## src/tsm_pkg.sv

```systemverilog
// ----------------------------------------------------------------------------
// Timer slot manager package
// Shared types, operation codes and status codes.
// ----------------------------------------------------------------------------
package tsm_pkg;

    localparam int SLOT_W = 6;
    localparam int TIME_W = 32;
    localparam int WIN_W  = 16;
    localparam int STAT_W = 3;
    localparam int OP_W   = 2;

    localparam logic [OP_W-1:0] OP_ARM    = 2'd0;
    localparam logic [OP_W-1:0] OP_DISARM = 2'd1;
    localparam logic [OP_W-1:0] OP_QUERY  = 2'd2;
    localparam logic [OP_W-1:0] OP_EXPIRE = 2'd3;

    localparam logic [STAT_W-1:0] ST_ARMED    = 3'd0;
    localparam logic [STAT_W-1:0] ST_LAZY     = 3'd1;
    localparam logic [STAT_W-1:0] ST_DISARMED = 3'd2;
    localparam logic [STAT_W-1:0] ST_TIME     = 3'd3;
    localparam logic [STAT_W-1:0] ST_EXPIRED  = 3'd4;
    localparam logic [STAT_W-1:0] ST_NONE     = 3'd5;

    typedef enum logic [1:0] {
        S_IDLE,
        S_SCAN,
        S_EMIT
    } state_t;

    typedef struct packed {
        logic              armed;
        logic [SLOT_W-1:0] id;
        logic [TIME_W-1:0] deadline;
    } cell_t;

endpackage

```

## src/timer_slot_manager.sv

```systemverilog
// ----------------------------------------------------------------------------
// Timer slot manager
// Arm, disarm and query rotate the whole slot ring once, one shift per slot,
// then load the result in the emit state once the output is free; the next
// item is taken only after that load, back in idle. Expire takes one ring
// pass per due slot plus one.
// The ring pass, one slot per cycle at the head cell, sets the rate.
// Reset clears all armed flags and the lazy window; deadlines are not reset.
// ----------------------------------------------------------------------------
module timer_slot_manager #(
    parameter int SLOTS = 64
) (
    input  logic                        clk,
    input  logic                        rst_n,
    input  logic                        in_valid,
    output logic                        in_ready,
    input  logic [tsm_pkg::OP_W-1:0]    opcode,
    input  logic [tsm_pkg::SLOT_W-1:0]  slot,
    input  logic [tsm_pkg::TIME_W-1:0]  delay_ms,
    input  logic [tsm_pkg::TIME_W-1:0]  now_ms,
    output logic                        out_valid,
    input  logic                        out_ready,
    output logic [tsm_pkg::STAT_W-1:0]  status,
    output logic [tsm_pkg::SLOT_W-1:0]  slot_out,
    output logic [tsm_pkg::TIME_W-1:0]  time_left,
    output logic                        last,
    input  logic                        cfg_valid,
    output logic                        cfg_ready,
    input  logic [tsm_pkg::WIN_W-1:0]   lazy_window
);
    import tsm_pkg::*;

    localparam int CNT_W = (SLOTS > 1) ? $clog2(SLOTS) : 1;

    cell_t cell_q [SLOTS];
    cell_t head_mod;
    logic  shift_en;

    state_t             state_reg, state_next;
    logic [CNT_W-1:0]   cnt_reg, cnt_next;
    logic [OP_W-1:0]    op_reg;
    logic [SLOT_W-1:0]  slot_reg;
    logic [TIME_W-1:0]  key_reg;
    logic [TIME_W-1:0]  now_reg;
    logic [WIN_W-1:0]   window_reg;
    logic               found_reg, found_next;
    logic [SLOT_W-1:0]  best_id_reg, best_id_next;
    logic [TIME_W-1:0]  bd_reg, bd_next;
    logic               lazy_reg, lazy_next;
    logic               pend_valid_reg, pend_valid_next;
    logic [SLOT_W-1:0]  pend_id_reg, pend_id_next;
    logic               out_valid_reg, out_valid_next;
    logic [STAT_W-1:0]  status_reg, status_next;
    logic [SLOT_W-1:0]  slot_out_reg, slot_out_next;
    logic [TIME_W-1:0]  time_left_reg, time_left_next;
    logic               last_reg, last_next;
    logic               out_load;

    logic [TIME_W-1:0]  diff;
    logic [TIME_W-1:0]  mag;
    logic [TIME_W-1:0]  head_dist;
    logic               hit;
    logic               in_range;
    logic               due;

    genvar gi;
    generate
        for (gi = 0; gi < SLOTS; gi++)
        begin : g_ring
            cell_t d_in;
            if (gi == SLOTS - 1)
            begin : g_tail
                assign d_in = head_mod;
            end
            else
            begin : g_mid
                assign d_in = cell_q[gi+1];
            end
            tsm_cell #(.ID(gi)) u_cell (
                .clk      (clk),
                .rst_n    (rst_n),
                .shift_en (shift_en),
                .d_in     (d_in),
                .q        (cell_q[gi])
            );
        end
    endgenerate

    assign shift_en  = (state_reg == S_SCAN);
    assign hit       = (cell_q[0].id == slot_reg);
    assign in_range  = (32'(slot_reg) < SLOTS);
    assign diff      = key_reg - cell_q[0].deadline;
    assign mag       = diff[TIME_W-1] ? (~diff + 1'b1) : diff;
    assign head_dist = head_mod.deadline - now_reg;
    assign due       = found_reg && (bd_reg[TIME_W-1] || (bd_reg == '0));

    always_comb
    begin
        head_mod  = cell_q[0];
        lazy_next = lazy_reg;
        if (state_reg == S_SCAN)
        begin
            unique case (op_reg)
                OP_ARM:
                begin
                    if (hit)
                    begin
                        if (cell_q[0].armed && (mag < 32'(window_reg)))
                        begin
                            lazy_next = 1'b1;
                        end
                        else
                        begin
                            head_mod.armed    = 1'b1;
                            head_mod.deadline = key_reg;
                        end
                    end
                end
                OP_DISARM:
                begin
                    if (hit)
                    begin
                        head_mod.armed = 1'b0;
                    end
                end
                OP_EXPIRE:
                begin
                    if (pend_valid_reg && (cell_q[0].id == pend_id_reg))
                    begin
                        head_mod.armed = 1'b0;
                    end
                end
                default:
                begin
                end
            endcase
        end
    end

    always_comb
    begin
        state_next      = state_reg;
        cnt_next        = cnt_reg;
        found_next      = found_reg;
        best_id_next    = best_id_reg;
        bd_next         = bd_reg;
        pend_valid_next = pend_valid_reg;
        pend_id_next    = pend_id_reg;
        out_valid_next  = out_valid_reg;
        out_load        = 1'b0;
        status_next     = status_reg;
        slot_out_next   = slot_out_reg;
        time_left_next  = time_left_reg;
        last_next       = last_reg;
        in_ready        = (state_reg == S_IDLE);

        if (out_valid_reg && out_ready)
        begin
            out_valid_next = 1'b0;
        end

        unique case (state_reg)
            S_IDLE:
            begin
                if (in_valid)
                begin
                    state_next      = S_SCAN;
                    cnt_next        = '0;
                    found_next      = 1'b0;
                    pend_valid_next = 1'b0;
                end
            end
            S_SCAN:
            begin
                if (head_mod.armed &&
                    (!found_reg || ($signed(head_dist) < $signed(bd_reg))))
                begin
                    found_next   = 1'b1;
                    best_id_next = head_mod.id;
                    bd_next      = head_dist;
                end
                cnt_next = cnt_reg + 1'b1;
                if (cnt_reg == CNT_W'(SLOTS - 1))
                begin
                    state_next = S_EMIT;
                end
            end
            S_EMIT:
            begin
                if ((op_reg == OP_EXPIRE) && !pend_valid_reg && due)
                begin
                    pend_valid_next = 1'b1;
                    pend_id_next    = best_id_reg;
                    state_next      = S_SCAN;
                    cnt_next        = '0;
                    found_next      = 1'b0;
                end
                else if (!out_valid_reg || out_ready)
                begin
                    out_load       = 1'b1;
                    out_valid_next = 1'b1;
                    slot_out_next  = slot_reg;
                    time_left_next = '0;
                    last_next      = 1'b1;
                    state_next     = S_IDLE;
                    unique case (op_reg)
                        OP_ARM:
                        begin
                            if (!in_range)
                            begin
                                status_next = ST_DISARMED;
                            end
                            else if (lazy_reg)
                            begin
                                status_next = ST_LAZY;
                            end
                            else
                            begin
                                status_next = ST_ARMED;
                            end
                        end
                        OP_DISARM:
                        begin
                            status_next = ST_DISARMED;
                        end
                        OP_QUERY:
                        begin
                            status_next = ST_TIME;
                            if (!found_reg)
                            begin
                                slot_out_next  = '0;
                                time_left_next = '1;
                            end
                            else
                            begin
                                slot_out_next  = best_id_reg;
                                time_left_next = due ? '0 : bd_reg;
                            end
                        end
                        OP_EXPIRE:
                        begin
                            if (!pend_valid_reg)
                            begin
                                status_next   = ST_NONE;
                                slot_out_next = '0;
                            end
                            else
                            begin
                                status_next   = ST_EXPIRED;
                                slot_out_next = pend_id_reg;
                                last_next     = !due;
                                if (due)
                                begin
                                    pend_id_next = best_id_reg;
                                    state_next   = S_SCAN;
                                    cnt_next     = '0;
                                    found_next   = 1'b0;
                                end
                                else
                                begin
                                    pend_valid_next = 1'b0;
                                end
                            end
                        end
                        default:
                        begin
                        end
                    endcase
                end
            end
            default:
            begin
                state_next = S_IDLE;
            end
        endcase
    end

    always_ff @(posedge clk or negedge rst_n)
    begin
        if (!rst_n)
        begin
            state_reg      <= S_IDLE;
            cnt_reg        <= '0;
            found_reg      <= 1'b0;
            lazy_reg       <= 1'b0;
            pend_valid_reg <= 1'b0;
            out_valid_reg  <= 1'b0;
            window_reg     <= '0;
        end
        else
        begin
            state_reg      <= state_next;
            cnt_reg        <= cnt_next;
            found_reg      <= found_next;
            pend_valid_reg <= pend_valid_next;
            out_valid_reg  <= out_valid_next;
            if (in_valid && in_ready)
            begin
                lazy_reg <= 1'b0;
            end
            else
            begin
                lazy_reg <= lazy_next;
            end
            if (cfg_valid)
            begin
                window_reg <= lazy_window;
            end
        end
    end

    always_ff @(posedge clk)
    begin
        best_id_reg <= best_id_next;
        bd_reg      <= bd_next;
        pend_id_reg <= pend_id_next;
        if (in_valid && in_ready)
        begin
            op_reg   <= opcode;
            slot_reg <= slot;
            key_reg  <= now_ms + delay_ms;
            now_reg  <= now_ms;
        end
        if (out_load)
        begin
            status_reg    <= status_next;
            slot_out_reg  <= slot_out_next;
            time_left_reg <= time_left_next;
            last_reg      <= last_next;
        end
    end

    assign cfg_ready = 1'b1;
    assign out_valid = out_valid_reg;
    assign status    = status_reg;
    assign slot_out  = slot_out_reg;
    assign time_left = time_left_reg;
    assign last      = last_reg;

    a_accept_scans: assert property (@(posedge clk) disable iff (!rst_n)
        (in_valid && in_ready) |=> (state_reg == S_SCAN) && (cnt_reg == '0))
        else $error("accepted item did not start a ring pass");

    a_idle_no_pending: assert property (@(posedge clk) disable iff (!rst_n)
        (state_reg == S_IDLE) |-> !pend_valid_reg)
        else $error("pending expiry left over in idle");

    a_none_is_last: assert property (@(posedge clk) disable iff (!rst_n)
        (out_valid && (status == ST_NONE || status == ST_TIME)) |-> last)
        else $error("single result beat without last");

endmodule

```

## src/tsm_cell.sv

```systemverilog
// ----------------------------------------------------------------------------
// Timer slot cell
// One entry of the rotating slot ring: armed flag, slot number and deadline.
// ----------------------------------------------------------------------------
module tsm_cell #(
    parameter int ID = 0
) (
    input  logic          clk,
    input  logic          rst_n,
    input  logic          shift_en,
    input  tsm_pkg::cell_t d_in,
    output tsm_pkg::cell_t q
);
    import tsm_pkg::*;

    logic              armed_reg;
    logic [SLOT_W-1:0] id_reg;
    logic [TIME_W-1:0] deadline_reg;

    always_ff @(posedge clk or negedge rst_n)
    begin
        if (!rst_n)
        begin
            armed_reg <= 1'b0;
            id_reg    <= SLOT_W'(ID);
        end
        else if (shift_en)
        begin
            armed_reg <= d_in.armed;
            id_reg    <= d_in.id;
        end
    end

    always_ff @(posedge clk)
    begin
        if (shift_en)
        begin
            deadline_reg <= d_in.deadline;
        end
    end

    assign q.armed    = armed_reg;
    assign q.id       = id_reg;
    assign q.deadline = deadline_reg;

endmodule

```

## config.mk

```make
export PLATFORM = sky130hd
export DESIGN_NAME = timer_slot_manager
export DESIGN_NICKNAME = d
export VERILOG_FILES = /design/src/tsm_pkg.sv /design/src/timer_slot_manager.sv /design/src/tsm_cell.sv
export SDC_FILE = /design/constraint.sdc
export NUM_CORES = 2
export LEC_CHECK = 0
export BUFFER_PORTS_ARGS = -buffer_cell sky130_fd_sc_hd__buf_2
export CAP_MARGIN = 15
export CORE_MARGIN = 1
export CORE_UTILIZATION = 25
export DETAILED_ROUTE_END_ITERATION = 12
export GPL_TIMING_DRIVEN = 0
export MAX_ROUTING_LAYER = met4
export PLACE_DENSITY = 0.5
export REMOVE_ABC_BUFFERS = 1
export SLEW_MARGIN = 10
export SYNTH_ARGS = -nofsm -noshare
export SYNTH_HDL_FRONTEND = slang
export SYNTH_SLANG_ARGS = --single-unit
```

## constraint.sdc

```tcl
create_clock -name clk -period 80.8 [get_ports clk]
set_clock_uncertainty 0.2 [all_clocks]
set_input_delay 4.04 -clock clk [delete_from_list [all_inputs] [get_ports clk]]
set_output_delay 4.04 -clock clk [all_outputs]
set_load 0.005 [all_outputs]
```

# Yosys cells after proc, flatten, opt, wreduce, memory -nomap -nowiden
# Index checks and enable logic that the tools add are counted.
# W data, S select, Z words.
totals:
  reg_bits: 2682
  latch_bits: 0
  mem_bits_rw: 0
  mem_bits_ro: 0
  n_memories: 0
op_classes:
  n_addsub: 5
  multipliers: 0
  n_div: 0
  magnitude_cmp: 2
  n_eq_ne: 15
  n_shift: 0
  muxes: 65
  n_bitwise: 2
  n_reduce_logical: 37
op_table:
  columns: ["operator", "n"]
  rows:
  - ["$mux W32", 7]
  - ["$mux W6", 13]
  - ["$sub A32 B32 Y32", 2]
  - ["$mux W1", 34]
  - ["$add A32 B1 Y32 const B", 1]
  - ["$add A32 B32 Y32", 1]
  - ["$logic_not A32 Y1", 1]
  - ["$lt A32 B16 Y1", 1]
  - ["$lt A32 B32 Y1", 1]
  - ["$not A32 Y32", 1]
  - ["$pmux W6 S3", 1]
  - ["$reduce_bool A2 Y1", 9]
  - ["$eq A6 B6 Y1", 2]
  - ["$ne A3 B3 Y1 const B", 4]
  - ["$pmux W3 S4", 1]
  - ["$pmux W6 S2", 1]
  - ["$reduce_and A4 Y1", 3]
  - ["$logic_and A1 B1 Y1", 8]
  - ["$mux W2", 4]
  - ["$reduce_and A7 Y1", 1]
  - ["$add A6 B1 Y6 const B", 1]
  - ["$eq A2 B2 Y1 const B", 3]
  - ["$eq A6 B6 Y1 const B", 1]
  - ["$ne A2 B2 Y1 const B", 3]
  - ["13 further kinds", 22]

# Depth between registers and ports, before layout
logic_depth:
  word_depth: 16
  mapped_depth: 55

# Modules after synthesis
# A second synthesis with hierarchy kept.
unflattened:
  cells_unflattened: 4521
  hier_area_um2: 94953.6
modules_own_cells:
  columns: ["mod", "n_inst", "cells_each", "area_each_um2"]
  rows:
  - ["tsm_cell (g_ring[11].u_cell ...)", 20, 48, 1263.7]
  - ["tsm_cell (g_ring[15].u_cell ...)", 15, 48, 1265.0]
  - ["tsm_cell (g_ring[10].u_cell ...)", 15, 48, 1262.5]
  - ["timer_slot_manager", 1, 1449, 14076.0]
  - ["tsm_cell (g_ring[31].u_cell ...)", 6, 48, 1266.2]
  - ["tsm_cell (g_ring[16].u_cell ...)", 6, 48, 1261.2]
  - ["tsm_cell (g_ring[63].u_cell)", 1, 48, 1267.5]
  - ["tsm_cell (g_ring[0].u_cell)", 1, 48, 1260.0]

# Worst setup path after synthesis
# No wires, ideal clock.
synth_path:
  kind: "register -> register"
  from: "register state_reg[1]"
  to: "register g_ring[0].u_cell.deadline_reg[0], enable pin"
  setup_ns: 3.213
  arrival_ns: 56.125
  t_required_ns: 77.387
  path_slack_ns: 21.262
  path_stages_with_launch: 6
  path_buffers: 2
  cell_sequence: "dfrtp_1 > inv_1 > nand2_1 > inv_1 > clkbuf_1 > clkbuf_1"
synth_between:
  elab_chain_cells: 1
synth_rtl:
  columns: ["item", "line", "rtl"]
  rows:
  - ["start, declared", "timer_slot_manager.sv:39", "state_t state_reg, state_next;"]
  - ["start signal, assigned", "timer_slot_manager.sv:292", "state_reg <= state_next;"]
  - ["$eq A2 B1 Y1", "timer_slot_manager.sv:89", "assign shift_en = (state_reg == S_SCAN);"]
  - ["end signal, assigned", "tsm_cell.sv:38", "deadline_reg <= d_in.deadline;"]
  - ["end, declared", "tsm_cell.sv:18", "logic [TIME_W-1:0] deadline_reg;"]
# Every way passes these cells.
# A chain may end at the register's enable or synchronous reset.

# Final worst setup path
layout_path:
  from: "register g_ring[0].u_cell.deadline_reg[18]"
  to: "register bd_reg[14], enable pin"
layout_between:
  elab_chain_cells: 15
  elab_cells_between_ends: 19
layout_rtl:
  columns: ["item", "line", "rtl"]
  rows:
  - ["$sub A32 B32 Y32", "timer_slot_manager.sv:92", "assign diff = key_reg - cell_q[0].deadline;"]
  - ["$not A32 Y32", "timer_slot_manager.sv:93", "assign mag = diff[TIME_W-1] ? (~diff + 1'b1) : diff;"]
  - ["$add A32 B1 Y32", "timer_slot_manager.sv:93", null]
  - ["$mux W32", "timer_slot_manager.sv:93", null]
  - ["$lt A32 B16 Y1", "timer_slot_manager.sv:108", "if (cell_q[0].armed && (mag < 32'(window_reg)))"]
  - ["$logic_and A1 B1 Y1", "timer_slot_manager.sv:108", null]
  - ["$mux W32", "timer_slot_manager.sv:108", null]
  - ["$mux W32", "timer_slot_manager.sv:106", "if (hit)"]
  - ["$mux W32", "timer_slot_manager.sv:103", "unique case (op_reg)"]
  - ["$mux W32 *", "timer_slot_manager.sv:101", "if (state_reg == S_SCAN)"]
  - ["$sub A32 B32 Y32 *", "timer_slot_manager.sv:94", "assign head_dist = head_mod.deadline - now_reg;"]
  - ["named net head_dist[22]", "timer_slot_manager.sv:61", "logic [TIME_W-1:0] head_dist;"]
  - ["$lt A32 B32 Y1 *", "timer_slot_manager.sv:176", "(!found_reg || ($signed(head_dist) < $signed(bd_reg))))"]
  - ["$logic_or A1 B1 Y1 *", "timer_slot_manager.sv:176", null]
  - ["$logic_and A1 B1 Y1 *", "timer_slot_manager.sv:175", "if (head_mod.armed &&"]
  - ["$reduce_and A2 Y1 (no source line) *", null, null]
  - ["end signal, assigned", "timer_slot_manager.sv:315", "bd_reg <= bd_next;"]
  - ["end, declared", "timer_slot_manager.sv:48", "logic [TIME_W-1:0] bd_reg, bd_next;"]
# The timed path passes the listed nets; every way through them passes the cells marked *.

==> results.sh <==
export IMPL_post_cts_repair_setup_buffers=0
export IMPL_timing_setup_tns_ps=0
export IMPL_period_minus_slack_ps=13880
export IMPL_overflow=0
export IMPL_grt_use_met2_pct=12.5
export IMPL_drt_pass1_iterations=5
export IMPL_port_buffers=136
export IMPL_drv_slew=0
export IMPL_htree_levels=5
export IMPL_cts_buffers=268
export IMPL_drv_cap=0
export IMPL_die_area_mm2=0.373
export IMPL_cp_arrival_ps=14190
export IMPL_mostFrequentLayoutCells="2206 x edfxtp_1, 1450 x nand2_1, 284 x dfrtp_1"
export IMPL_ir_worst_vdd_mv=0.0151
export IMPL_pwr_share_seq_pct=53.8
export IMPL_viasPerCell=3.90
export IMPL_power_switching_uw=592
export IMPL_area_growth_syn_to_layout_pct=17.1
export IMPL_dp_final_hpwl_um=97400
export IMPL_path_max_fanout=17
export IMPL_clk_pin_slew_worst_paths_ps=60
export IMPL_fp_dieH_um=610
export IMPL_finalSetupViolations=0
export IMPL_pwr_share_comb_pct=3.7
export IMPL_gp_routability_congestion=0.820
export IMPL_critPathKind="reg2reg"
export IMPL_synthArstFlopShare_pct=17.7
export IMPL_placement_rows=223
export IMPL_stdcell_count=10881
export IMPL_syn_inst=5421
export IMPL_synth_edf_count=2206
export IMPL_root_buffer="clkbuf_16"
export IMPL_ant_nets=0
export IMPL_grt_max_degree=152
export IMPL_slowest_stage="a2111oi_0"
export IMPL_intPower_mw=2.24
export IMPL_syn_area_mm2=0.0925
export IMPL_die_w_um=610
export IMPL_ys_ff_latch=2682
export IMPL_syn_avg_cell_area_um2=17.1
export IMPL_fmax_mhz=72.1
export IMPL_ys_warn_count=0
export IMPL_vias=42489
export IMPL_yosysSeqAreaShare_pct=84.7
export IMPL_fin_crit_sh_pct=17.2
export IMPL_tightest_slew_ps=1180
export IMPL_cts_resized=0
export IMPL_crit_top_cell="a21oi_1"
export IMPL_use_met1_pct=12.1
export IMPL_pwr_share_clk_pct=42.4
export IMPL_synth_flop_cell="edfxtp_1"
export IMPL_grt_pass1_wl_um=250000
export IMPL_place_inst=10417
export IMPL_layout_drive_gt1_share_pct=13.4
export IMPL_nets=5980
export IMPL_startpoint_type="flip-flop"
export IMPL_p_per_area_mw_per_mm2=26.1
export IMPL_grtUsageTotal_pct=8.69
export IMPL_antenna_found_initial=11
export IMPL_endpoint_kind="flip-flop"
export IMPL_postCtsHoldBufs=0
export IMPL_crit_required_ps=81110
export IMPL_synth_top_area_cell="edfxtp_1"
export IMPL_status="completed"
export IMPL_clkLatencyLatePin_ps=820
export IMPL_detail_route_drc_violations=0
export IMPL_cellLeakagePower_nw=37.0
export IMPL_first_global_vias=42421
export IMPL_relSlewSlack_pct=20.8
export IMPL_drt_iter0_drc=3447
export IMPL_max_stage_delay_ps=790
export IMPL_finalInstanceArea_mm2=0.108
export IMPL_yosysTopAreaCellShare_pct=71.6
export IMPL_core_area_mm2=0.369
export IMPL_swShare_pct=20.9
export IMPL_cts_tree="done"
export IMPL_yosysUniqueCellTypes=81
export IMPL_ys_top_cells_by_area="edfxtp_1 72%, dfrtp_1 7.7%, nand2_1 5.9%"
export IMPL_pin_count=138
export IMPL_critPathBufInv=4
export IMPL_wl_per_cell_um=14.6
export IMPL_crit_family="compound AO/OA/AOI/OAI gates"
export IMPL_initial_core_util_pct=25.1
export IMPL_met3_usage_pct=1.50
export IMPL_clockBufferDepth=4
export IMPL_routed_wl_um=159000
export IMPL_finalHoldViolations=0
export IMPL_placed_area_mm2=0.100
export IMPL_largest_reg_flops=2048
export IMPL_rsz0062_at_grt="no"
export IMPL_min_path_type="reg2reg"
export IMPL_numClockSinks=2682
export IMPL_hold_worst_slack_ps=186
export IMPL_busiest_layer="met2"
export IMPL_layout_commonest_cell="edfxtp_1"
-- Yosys cell counts, types with 7 or more instances --
library cell,n
o21a_1,18
or3_1,12
xor2_1,28
o21ai_0,87
clkbuf_1,119
nor4_1,19
nor2_1,95
and3_1,15
mux2_2,32
a21o_1,74
nand3_1,26
o21ai_1,9
or2_2,7
dfstp_2,192
a211oi_1,13
nor3_1,28
buf_1,8
dfrtp_1,284
o211ai_1,11
a31oi_1,17
nand4_1,18
ha_1,147
inv_1,153
o21bai_1,8
xnor2_1,64
edfxtp_1,2206
nand2_1,1451
nor2b_1,23
a21boi_0,10
a21oi_1,101
nand2b_1,20
o31ai_1,8
and2_1,11
-- through the flow --
stage | power, mW | setup WS (ps) | util [%]
global placement | 1.64 | -134580 | 26.8
global route | 2.94 | 65860 | 29.4
detailed placement | 1.66 | 66770 | 27.1
floorplan | 1.61 | -31370 | -
CTS | 2.88 | 66660 | 29.4
finish | 2.83 | 66920 | 29.4
-- path summary, 6_finish.rpt --
path                                                         start                                 end  slack (ps)  cells past startpoint
worst max-delay path             g_ring[0].u_cell.deadline_reg[18]                          bd_reg[14]       66920                     52
worst min-delay path            g_ring[21].u_cell.deadline_reg[13]  g_ring[20].u_cell.deadline_reg[13]         190                      0
worst max register to register   g_ring[0].u_cell.deadline_reg[18]                          bd_reg[14]       66920                     52
worst min register to register  g_ring[21].u_cell.deadline_reg[13]  g_ring[20].u_cell.deadline_reg[13]         190                      0
max in group asynchronous                                    rst_n         g_ring[15].u_cell.id_reg[1]       75790                      3
min in group asynchronous                                    rst_n                      window_reg[15]        3010                      1
-- worst register-to-register path: cells and delay by family, from the launching register on --
family                   cells  cell delay, ps
AO/OA/AOI/OAI               29            7460
AND/OR/NAND/NOR             12            2700
XOR/XNOR                     2             300
flip-flops                   1             600
buffers and inverters        4             600
adder cells (fa/ha/maj)      5            1710
-- routing by layer --
metal  vias to the layer above  part of all wire (%)
li1                      20170                     -
met1                     21338                    48
met2                       644                    44
met3                       337                   3.9
met4                         0                   4.3
met5                         -                     0
-- power groups by stage --
stage / clock network, mW / logic (mW) / registers [mW]
2_1_floorplan: 0 / 0.0588 / 1.55
3_3_place_gp: 0 / 0.0897 / 1.55
3_5_place_dp: 0 / 0.108 / 1.55
4_1_cts: 1.25 / 0.108 / 1.52
5_1_grt: 1.30 / 0.117 / 1.52
6_report: 1.20 / 0.105 / 1.52
-- logic make-up after synthesis --
| group | Yosys count | share of synthesized area [%] |
|---|---|---|
| AOI/OAI and AO/OA | 423 | 3.06 |
| buffers and inverters | 285 | 1.17 |
| muxes | 39 | 0.471 |
| and+or+nand+nor | 1748 | 7.63 |
| xor gates and xnor gates | 93 | 0.897 |
| adders and majority gates | 150 | 2.05 |
| DFF | 2682 | 84.7 |
| other | 1 | 0.00405 |
-- cell type report --
cell class                 instances  area [um^2]
tap                             4950         6190
inverter                         153          582
clock inverter                   111         1080
timing repair buffer             178         1740
clock buffer                     352         7290
fill                           36313       260000
sequential                      2682        78400
multi-input combinational       2454        13100
antenna                            1         2.50
Power figures use the tool's default switching activity.
